$ cat src/hdl/bfba_pkg.sv
// Shared constants, codes and control types of the best-fit block allocator.
package bfba_pkg;

  localparam int DEF_NUM_BLOCKS = 32;
  localparam int DEF_SIZE_BITS  = 16;

  localparam int COUNT_W  = 6;
  localparam int IDXIN_W  = 5;
  localparam int SIZEIN_W = 16;
  localparam int REQ_W    = 16;
  localparam int STATUS_W = 2;

  localparam logic [COUNT_W-1:0] COUNT_RESET = 6'd32;

  localparam logic OP_LOAD  = 1'b0;
  localparam logic OP_ALLOC = 1'b1;

  typedef enum logic [STATUS_W-1:0] {
    ST_OK     = 2'd0,
    ST_NOFIT  = 2'd1,
    ST_BADIDX = 2'd2
  } status_t;

  typedef enum logic {
    S_IDLE,
    S_SEARCH
  } state_t;

  typedef struct packed {
    logic load;
    logic start;
    logic search;
    logic finish;
  } cmd_t;

  typedef struct packed {
    logic search_done;
    logic out_free;
  } sts_t;

endpackage

$ cat src/hdl/best_fit_block_allocator.sv
// Top level of the best-fit block allocator: controller, datapath and checks.
//
// The block keeps a table of NUM_BLOCKS sizes and taken flags. Input beats
// arrive on in_valid/in_stall and carry an opcode: a load writes one size,
// an allocate searches the first block_count entries for the smallest free
// size that covers the request (lowest index on a tie) and marks it taken.
// Every input beat gives exactly one result beat on out_valid/out_stall with
// a status and the granted index. block_count is written through
// cfg_wr_en/cfg_wr_data; the user must write it only while the block is
// idle, as the block itself does not enforce this.
// A load result is registered when its beat is accepted, so loads flow at
// one per cycle while out_stall is low. An allocate reads the size table
// one entry a cycle through its single registered read port and compares
// in the cycle after each read; no new beat is taken while it searches.
// Reset marks all sizes invalid, so they read as zero, clears all taken
// flags, and sets block_count to 32. A result waits in the output register
// while out_stall is high; a new beat is taken only once that register is
// free or is being emptied.
module best_fit_block_allocator #(
  parameter int NUM_BLOCKS = bfba_pkg::DEF_NUM_BLOCKS,
  parameter int SIZE_BITS  = bfba_pkg::DEF_SIZE_BITS
) (
  input  logic                          clk,
  input  logic                          rst_n,
  input  logic                          cfg_wr_en,
  input  logic [bfba_pkg::COUNT_W-1:0]  cfg_wr_data,
  input  logic                          in_valid,
  output logic                          in_stall,
  input  logic                          in_opcode,
  input  logic [bfba_pkg::IDXIN_W-1:0]  in_block_index,
  input  logic [bfba_pkg::SIZEIN_W-1:0] in_block_size_in,
  input  logic [bfba_pkg::REQ_W-1:0]    in_request_size,
  output logic                          out_valid,
  input  logic                          out_stall,
  output logic [bfba_pkg::STATUS_W-1:0] out_status,
  output logic [bfba_pkg::IDXIN_W-1:0]  out_granted_index
);
  import bfba_pkg::*;

  cmd_t cmd;
  sts_t sts;

  bfba_ctrl u_ctrl (
    .clk       (clk),
    .rst_n     (rst_n),
    .in_valid  (in_valid),
    .in_opcode (in_opcode),
    .in_stall  (in_stall),
    .sts       (sts),
    .cmd       (cmd)
  );

  bfba_datapath #(
    .NUM_BLOCKS (NUM_BLOCKS),
    .SIZE_BITS  (SIZE_BITS)
  ) u_datapath (
    .clk               (clk),
    .rst_n             (rst_n),
    .cfg_wr_en         (cfg_wr_en),
    .cfg_wr_data       (cfg_wr_data),
    .in_block_index    (in_block_index),
    .in_block_size_in  (in_block_size_in),
    .in_request_size   (in_request_size),
    .cmd               (cmd),
    .sts               (sts),
    .out_stall         (out_stall),
    .out_valid         (out_valid),
    .out_status        (out_status),
    .out_granted_index (out_granted_index)
  );

  // A beat is only taken when the result register can receive its result.
  assert property (@(posedge clk) disable iff (!rst_n)
    (in_valid && !in_stall) |-> (!out_valid || !out_stall))
    else $error("input beat accepted while result register is blocked");

  // A load gives its result on the very next cycle and never reports no fit.
  assert property (@(posedge clk) disable iff (!rst_n)
    (in_valid && !in_stall && (in_opcode == OP_LOAD)) |=>
      (out_valid && (out_status != ST_NOFIT) && (out_granted_index == '0)))
    else $error("load result missing or malformed");

  // Only a successful allocate carries a nonzero index.
  assert property (@(posedge clk) disable iff (!rst_n)
    (out_valid && (out_status != ST_OK)) |-> (out_granted_index == '0))
    else $error("index reported with a failing status");

  // The load, start and finish commands are mutually exclusive.
  assert property (@(posedge clk) disable iff (!rst_n)
    $onehot0({cmd.load, cmd.start, cmd.finish}))
    else $error("conflicting controller commands");

endmodule

$ cat src/hdl/bfba_ctrl.sv
// Controller state machine of the best-fit block allocator.
module bfba_ctrl (
  input  logic          clk,
  input  logic          rst_n,
  input  logic          in_valid,
  input  logic          in_opcode,
  output logic          in_stall,
  input  bfba_pkg::sts_t sts,
  output bfba_pkg::cmd_t cmd
);
  import bfba_pkg::*;

  state_t state_r;
  state_t state_nxt;

  always_ff @(posedge clk) begin
    if (!rst_n) begin
      state_r <= S_IDLE;
    end else begin
      state_r <= state_nxt;
    end
  end

  always_comb begin
    state_nxt = state_r;
    cmd       = '0;
    in_stall  = 1'b1;
    unique case (state_r)
      S_IDLE: begin
        in_stall = !sts.out_free;
        if (in_valid && sts.out_free) begin
          if (in_opcode == OP_LOAD) begin
            cmd.load = 1'b1;
          end else begin
            cmd.start = 1'b1;
            state_nxt = S_SEARCH;
          end
        end
      end
      S_SEARCH: begin
        cmd.search = 1'b1;
        if (sts.search_done && sts.out_free) begin
          cmd.finish = 1'b1;
          state_nxt  = S_IDLE;
        end
      end
      default: begin
        state_nxt = S_IDLE;
      end
    endcase
  end

endmodule

$ cat src/hdl/bfba_datapath.sv
// Datapath of the best-fit block allocator: size table, taken flags, search and result register.
module bfba_datapath #(
  parameter int NUM_BLOCKS = bfba_pkg::DEF_NUM_BLOCKS,
  parameter int SIZE_BITS  = bfba_pkg::DEF_SIZE_BITS
) (
  input  logic                           clk,
  input  logic                           rst_n,
  input  logic                           cfg_wr_en,
  input  logic [bfba_pkg::COUNT_W-1:0]   cfg_wr_data,
  input  logic [bfba_pkg::IDXIN_W-1:0]   in_block_index,
  input  logic [bfba_pkg::SIZEIN_W-1:0]  in_block_size_in,
  input  logic [bfba_pkg::REQ_W-1:0]     in_request_size,
  input  bfba_pkg::cmd_t                 cmd,
  output bfba_pkg::sts_t                 sts,
  input  logic                           out_stall,
  output logic                           out_valid,
  output logic [bfba_pkg::STATUS_W-1:0]  out_status,
  output logic [bfba_pkg::IDXIN_W-1:0]   out_granted_index
);
  import bfba_pkg::*;

  localparam int IDX_W = (NUM_BLOCKS > 1) ? $clog2(NUM_BLOCKS) : 1;
  localparam int CNT_W = (IDX_W > COUNT_W) ? IDX_W : COUNT_W;
  localparam int CW    = (SIZE_BITS > REQ_W) ? SIZE_BITS : REQ_W;

  logic [COUNT_W-1:0]   block_count_r;
  logic [CNT_W-1:0]     n_w;
  logic [CNT_W-1:0]     ld_addr_w;
  logic                 ld_in_range_w;

  logic [SIZE_BITS-1:0] mem [NUM_BLOCKS];
  logic [NUM_BLOCKS-1:0] valid_r;
  logic [NUM_BLOCKS-1:0] taken_r;

  logic [CNT_W-1:0]     rd_addr_r;
  logic                 issue_w;
  logic                 cmp_vld_r;
  logic [CNT_W-1:0]     cmp_idx_r;
  logic [SIZE_BITS-1:0] rd_size_r;
  logic                 rd_valid_r;
  logic                 rd_taken_r;
  logic [SIZE_BITS-1:0] entry_size_w;
  logic                 hit_w;

  logic [REQ_W-1:0]     req_r;
  logic                 found_r;
  logic [CNT_W-1:0]     best_idx_r;
  logic [SIZE_BITS-1:0] best_size_r;

  logic                 out_valid_r;
  logic [STATUS_W-1:0]  out_status_r;
  logic [IDXIN_W-1:0]   out_granted_r;

  // Effective table size: the register value capped at the table depth.
  always_comb begin
    if (int'(block_count_r) > NUM_BLOCKS) begin
      n_w = CNT_W'(NUM_BLOCKS);
    end else begin
      n_w = CNT_W'(block_count_r);
    end
  end

  assign ld_addr_w     = CNT_W'(in_block_index);
  assign ld_in_range_w = (ld_addr_w < n_w);
  assign issue_w       = cmd.search && (rd_addr_r < n_w);

  assign entry_size_w = rd_valid_r ? rd_size_r : '0;
  assign hit_w = cmp_vld_r && !rd_taken_r &&
                 (CW'(entry_size_w) >= CW'(req_r)) &&
                 (!found_r || (entry_size_w < best_size_r));

  assign sts.search_done = (rd_addr_r >= n_w) && !cmp_vld_r;
  assign sts.out_free    = !out_valid_r || !out_stall;

  always_ff @(posedge clk) begin
    if (!rst_n) begin
      block_count_r <= COUNT_RESET;
    end else if (cfg_wr_en) begin
      block_count_r <= cfg_wr_data;
    end
  end

  // Size table with registered read port.
  always_ff @(posedge clk) begin
    if (cmd.load && ld_in_range_w) begin
      mem[ld_addr_w[IDX_W-1:0]] <= SIZE_BITS'(in_block_size_in);
    end
    if (issue_w) begin
      rd_size_r <= mem[rd_addr_r[IDX_W-1:0]];
    end
  end

  always_ff @(posedge clk) begin
    if (!rst_n) begin
      valid_r <= '0;
      taken_r <= '0;
    end else begin
      if (cmd.load && ld_in_range_w) begin
        valid_r[ld_addr_w[IDX_W-1:0]] <= 1'b1;
      end
      if (cmd.finish && found_r) begin
        taken_r[best_idx_r[IDX_W-1:0]] <= 1'b1;
      end
    end
  end

  always_ff @(posedge clk) begin
    if (issue_w) begin
      rd_valid_r <= valid_r[rd_addr_r[IDX_W-1:0]];
      rd_taken_r <= taken_r[rd_addr_r[IDX_W-1:0]];
      cmp_idx_r  <= rd_addr_r;
    end
    if (cmd.start) begin
      req_r <= in_request_size;
    end
    if (hit_w) begin
      best_idx_r  <= cmp_idx_r;
      best_size_r <= entry_size_w;
    end
  end

  always_ff @(posedge clk) begin
    if (!rst_n) begin
      rd_addr_r <= '0;
      cmp_vld_r <= 1'b0;
      found_r   <= 1'b0;
    end else begin
      cmp_vld_r <= issue_w;
      if (cmd.start) begin
        rd_addr_r <= '0;
        found_r   <= 1'b0;
      end else begin
        if (issue_w) begin
          rd_addr_r <= rd_addr_r + CNT_W'(1);
        end
        if (hit_w) begin
          found_r <= 1'b1;
        end
      end
    end
  end

  always_ff @(posedge clk) begin
    if (!rst_n) begin
      out_valid_r <= 1'b0;
    end else if (cmd.load || cmd.finish) begin
      out_valid_r <= 1'b1;
    end else if (!out_stall) begin
      out_valid_r <= 1'b0;
    end
  end

  always_ff @(posedge clk) begin
    if (cmd.load) begin
      out_status_r  <= ld_in_range_w ? ST_OK : ST_BADIDX;
      out_granted_r <= '0;
    end else if (cmd.finish) begin
      out_status_r  <= found_r ? ST_OK : ST_NOFIT;
      out_granted_r <= found_r ? best_idx_r[IDXIN_W-1:0] : '0;
    end
  end

  assign out_valid         = out_valid_r;
  assign out_status        = out_status_r;
  assign out_granted_index = out_granted_r;

endmodule
$ cat config.mk
export PLATFORM = sky130hd
export DESIGN_NAME = best_fit_block_allocator
export DESIGN_NICKNAME = d
export VERILOG_FILES = /design/src/hdl/bfba_pkg.sv /design/src/hdl/best_fit_block_allocator.sv /design/src/hdl/bfba_ctrl.sv /design/src/hdl/bfba_datapath.sv
export SDC_FILE = /design/constraint.sdc
export NUM_CORES = 1
export LEC_CHECK = 0
export ABC_CLOCK_PERIOD_IN_PS = 10500
export BUFFER_PORTS_ARGS = -buffer_cell sky130_fd_sc_hd__buf_2
export CORE_AREA = 3 3 236 238
export DETAILED_ROUTE_END_ITERATION = 8
export DIE_AREA = 0 0 239 241
export GPL_ROUTABILITY_DRIVEN = 0
export PLACE_DENSITY_LB_ADDON = 0.12
export SLEW_MARGIN = 20
export SYNTH_ARGS = -nofsm -noshare
export SYNTH_HDL_FRONTEND = slang
export SYNTH_HIERARCHICAL = 1
export SYNTH_SLANG_ARGS = --single-unit
$ cat constraint.sdc
create_clock -name clk -period 10.5 [get_ports clk]
set_clock_uncertainty 0.15 [all_clocks]
set_input_delay 3.15 -clock clk [delete_from_list [all_inputs] [get_ports clk]]
set_output_delay 3.15 -clock clk [all_outputs]
set_load 0.02 [all_outputs]
# [After elaboration in Yosys (flattened, before gate mapping)]
# Memory sizes are Yosys's and may differ from the RTL's. A register that Yosys moved wholly into a read port is not among the register bits.
# Cells that the tools add are included.
[totals] input_bits=49 output_inout_bits=9 ram_bits=512 word_cells=85 n_memories=1 register_bits=131
[memory_table] memory="u_datapath.mem" depth=32 word_bits=16 read_ports=1 rd_ports_with_merged_regs=1 write_ports=1 line="bfba_datapath.sv:31" source="logic [SIZE_BITS-1:0] mem [NUM_BLOCKS];"
[op_classes] mux=29 n_reduce_logical=22 order_cmp=11 n_bitwise=4 n_eq_ne=1 n_addsub=1
[op_table] op="$or 32x32->32" count=2
[op_table] op="$lt 5x6->1 const B" count=3
[op_table] op="$ge 16x16->1" count=1
[op_table] op="$lt 16x16->1" count=1
[op_table] op="$mux 16" count=1
[op_table] op="$mux 1" count=15
[op_table] op="$mux 2" count=6
[op_table] op="$logic_and 1x1->1" count=11
[op_table] op="$bmux 1 s5" count=2
[op_table] op="$demux 1 s5" count=2
[op_table] op="$ge 5x1->1 const B" count=2
[op_table] op="$add 6x1->6 const B" count=1
[op_table] op="$ge 6x6->1" count=1
[op_table] op="$gt 6x6->1 const B" count=1
[op_table] op="$logic_not 1->1" count=6
[op_table] op="$lt 5x6->1" count=1
[op_table] op="$lt 6x6->1" count=1
[op_table] op="$mux 6" count=1
[op_table] op="$mux 5" count=1
[op_table] op="$logic_or 1x1->1" count=3
[op_table] op="$ne 2x1->1 const B" count=1
[op_table] op="$not 1->1" count=2
[op_table] op="$pmux 1 s2" count=1
[op_table] op="$reduce_bool 2->1" count=1
[op_table] op="$reduce_or 2->1" count=1

# [Logic depth before layout (Yosys ltp)]
[depth] depth_word=9 mapped_depth=16

# [By module]
# The synthesis kept the hierarchy.
[modules_own_cells] mod="bfba_datapath" cells_per_inst=1327 seq_area_each_um2=18918.1 area_per_inst_um2=26180.1 n_inst=1
[modules_own_cells] mod="bfba_ctrl" cells_per_inst=8 seq_area_each_um2=20.0 area_per_inst_um2=72.6 n_inst=1

# [Worst setup path before layout]
# No wires, ideal clock.
[synth_path] kind="input -> output" from="in out_stall" to="out in_stall" arrival_ns=3.434 n_path_buf=0 stages=2 setup_slack_ns=3.766 cell_sequence="nand2_1 > nand2b_1"
[synth_between] elab_chain_len=4
[synth_lines] item="start, declared" line="best_fit_block_allocator.sv:34" source="input logic out_stall,"
[synth_lines] item="$logic_not 1->1" line="bfba_datapath.sv:73" source="assign sts.out_free = !out_valid_r || !out_stall;"
[synth_lines] item="$logic_or 1x1->1" line="bfba_datapath.sv:73"
[synth_lines] item="$logic_not 1->1" line="bfba_ctrl.sv:30" source="in_stall = !sts.out_free;"
[synth_lines] item="$mux 1" line="bfba_ctrl.sv:28" source="unique case (state_r)"
[synth_lines] item="end, declared" line="best_fit_block_allocator.sv:28" source="output logic in_stall,"
# No other way between the ends.

==> metrics <==
leakage power total=9.53 nW; die footprint=~58000 sq um; post-synthesis register bit count=659; capturing element type of the critical path=output port; Final Max Slew Viols=0; sum of net half-perimeters after detailed placement=between 30000 and 40000 um; number of synthesized flops with an enable pin=between 500 and 600; largest net degree at the start of global routing=77; Total Power=5.42 mW; cell at the root of the clock tree=sky130_fd_sc_hd__clkbuf_16; GRT Total Usage=roughly a fifth; logic depth of the worst register-to-register path=12; layout cells sized above 1=a little over a quarter; placed inst area=approximately 27000 sq um; share of async-settable or async-resettable flops after synthesis=0%; power per cell area=~180 nW/um^2; routed vias/inst=around 5.9; number of CTS-inserted buffers=70; buffer count from post-CTS setup fixing=0; pin slew with the least headroom to its limit=1.09 ns; Final Hold Fails=0; highest fanout seen on the critical path=5; die width=239 um; number of setup violations in the final report=0; antenna-violating nets left=0; via count of the first global-routing pass=12855; number of buffers added on ports=57; # diodes=0; CTS hold repair buffers=0; Post-synth top flop=sky130_fd_sc_hd__edfxtp_1; starting DRC count in detailed routing=1141; Clock Tree Buf Depth=3; maximum ir drop on the vdd rail=104 uV; Remaining DRCs=0; via count=approximately 13000; post-synth design cell area=26300 sq um; Tcrit/Tclk final=65.8%; most common cell after layout, fill and taps aside=sky130_fd_sc_hd__edfxtp_1; post-route setup TNS=0 ns; required time of the worst setup path=7.20 ns; total length of routed wires=56100 um; top library cells by usage in the layout, fill and taps aside=sky130_fd_sc_hd__edfxtp_1 (574), sky130_fd_sc_hd__mux4_2 (180), sky130_fd_sc_hd__dfxtp_1 (81); Syn-to-layout area delta=12.4%; number of placement rows=85; post-synthesis sequential area ratio=72.1%; number of top-level pins=58; number of cells produced by synthesis=1335; Final Cell Area=29500 sq um; Clock H-tree levels=3; net count of the mapped netlist=1424; clock tree from TritonCTS=built; Clock transition at path regs=0.06 ns; first drt pass iteration count=5; clk sinks=659; RSZ-0062 raised after global routing=false; Avg Synthesized Cell Area=19.7 sq um; MaxCap Viol Count=0; WP data arrival=approximately 3.6 ns; worst skew pair latency=0.60 ns; fin crit period=6.91 ns; number of unique standard cell types used by synthesis=54; Hold/Removal Path Class=flop to flop; first-pass GRT wire length=83500 um; Critical Setup Path Class=primary input to output port; instance count along the most critical hold path=0; drt wl/cell=25.9 um; Max transition margin=27.4%; number of warnings printed during yosys synthesis=6; Max Clock Freq=0.145 GHz; die height=between 200 and 250 um; placeable core region=53800 sq um; synth top area cells=sky130_fd_sc_hd__edfxtp_1 (66%), sky130_fd_sc_hd__mux4_2 (15%), sky130_fd_sc_hd__dfxtp_1 (6.5%); CTS-repair resized insts=0; Initial Util=48.8%; overall overflow remaining after global route=0; cell type contributing the most total cell area after synthesis=sky130_fd_sc_hd__edfxtp_1; # nets final=1502; run status=finished, final reports clean; post-synth top area share=65.7%; startpoint type of the worst setup path=primary input; number of antenna violations at the first check in global routing=6
-- cells in the mapped netlist (all sizes together) (8+ instances only) --
master,instances
a21oi,38
a32o,29
and2,18
and3,29
buf,26
clkbuf,46
dfxtp,85
edfxtp,574
ha,40
inv,41
mux2,18
mux4,180
nand2,34
nor2,37
nor2b,28
nor3b,17
o21a,18
o21ai,8
-- critical path, cell delays in order --
cell and delay, ns:
sky130_fd_sc_hd__buf_2 0.10, sky130_fd_sc_hd__nand2_1 0.11, sky130_fd_sc_hd__nand2b_1 0.09, sky130_fd_sc_hd__buf_2 0.16
-- per-layer routing --
metal / part of all wire [%] / GRT usage (%) / wire [um] / vias to the layer above
li1: - / - / - / 5621
met1: 46 / 30.1 / 25600 / 6725
met2: 47 / 30.6 / 26100 / 329
met3: 6.1 / 3.69 / 3440 / 61
met4: 1.7 / 5.48 / 930 / 0
met5: 0 / 0 / 0 / -
-- flip-flops by register name, indices dropped and copies added (netlist names) --
name / flops
u_datapath/out_granted_index: 5
u_datapath/cmp_vld_r: 1
u_datapath/out_valid: 1
u_datapath/best_size_r: 16
u_datapath/block_count_r: 6
u_datapath/found_r: 1
u_datapath/rd_addr_r: 6
u_datapath/valid_r: 32
u_datapath/best_idx_r: 5
u_datapath/rd_size_r: 16
u_ctrl/state_r: 1
u_datapath/taken_r: 32
u_datapath/rd_valid_r: 1
u_datapath/out_status: 2
u_datapath/cmp_idx_r: 5
u_datapath/rd_taken_r: 1
u_datapath/mem: 512
u_datapath/req_r: 16
-- area by class of cell --
class	instances	area, sq um
fillers	4128	24300
flip-flops and latches	659	19000
multi-input cells	563	6910
clock buffers	92	1920
well taps	696	871
repair buffers	78	443
clock inverters	36	260
inverters	41	154
-- report_power, final --
part           internal (mW)  switching (mW)
Combinational         0.0792           0.127
Sequential              2.86          0.0133
Clock                   1.36           0.978
-- kinds of logic after synthesis --
logic type | synth area share, %
simple gates | 4.05
compound gates | 3.53
buf+inv | 1.91
xor+xnor | 0.0667
fa+ha+maj | 1.91
mux | 16.4
flops | 72.1
-- worst paths after layout --
check	start	end	slack [ns]
hold / removal	u_datapath/cmp_idx_r[0]	u_datapath/best_idx_r[0]	0.26
setup reg to reg	u_datapath/rd_addr_r[0]	u_datapath/taken_r[26]	6.21
hold reg to reg	u_datapath/cmp_idx_r[0]	u_datapath/best_idx_r[0]	0.26
setup / recovery	out_stall	in_stall	3.59
-- metrics by stage --
stage	util [%]	instances	hold slack, ns	setup slack [ns]
floorplan	-	1335	0.250	3.77
global placement	50.7	2037	0.250	3.61
detailed placement	50.8	2037	0.255	3.59
CTS	54.8	2165	0.266	3.59
global route	54.8	2165	0.273	3.53
finish	54.8	2165	0.264	3.59
Power figures use the tool's default switching activity.
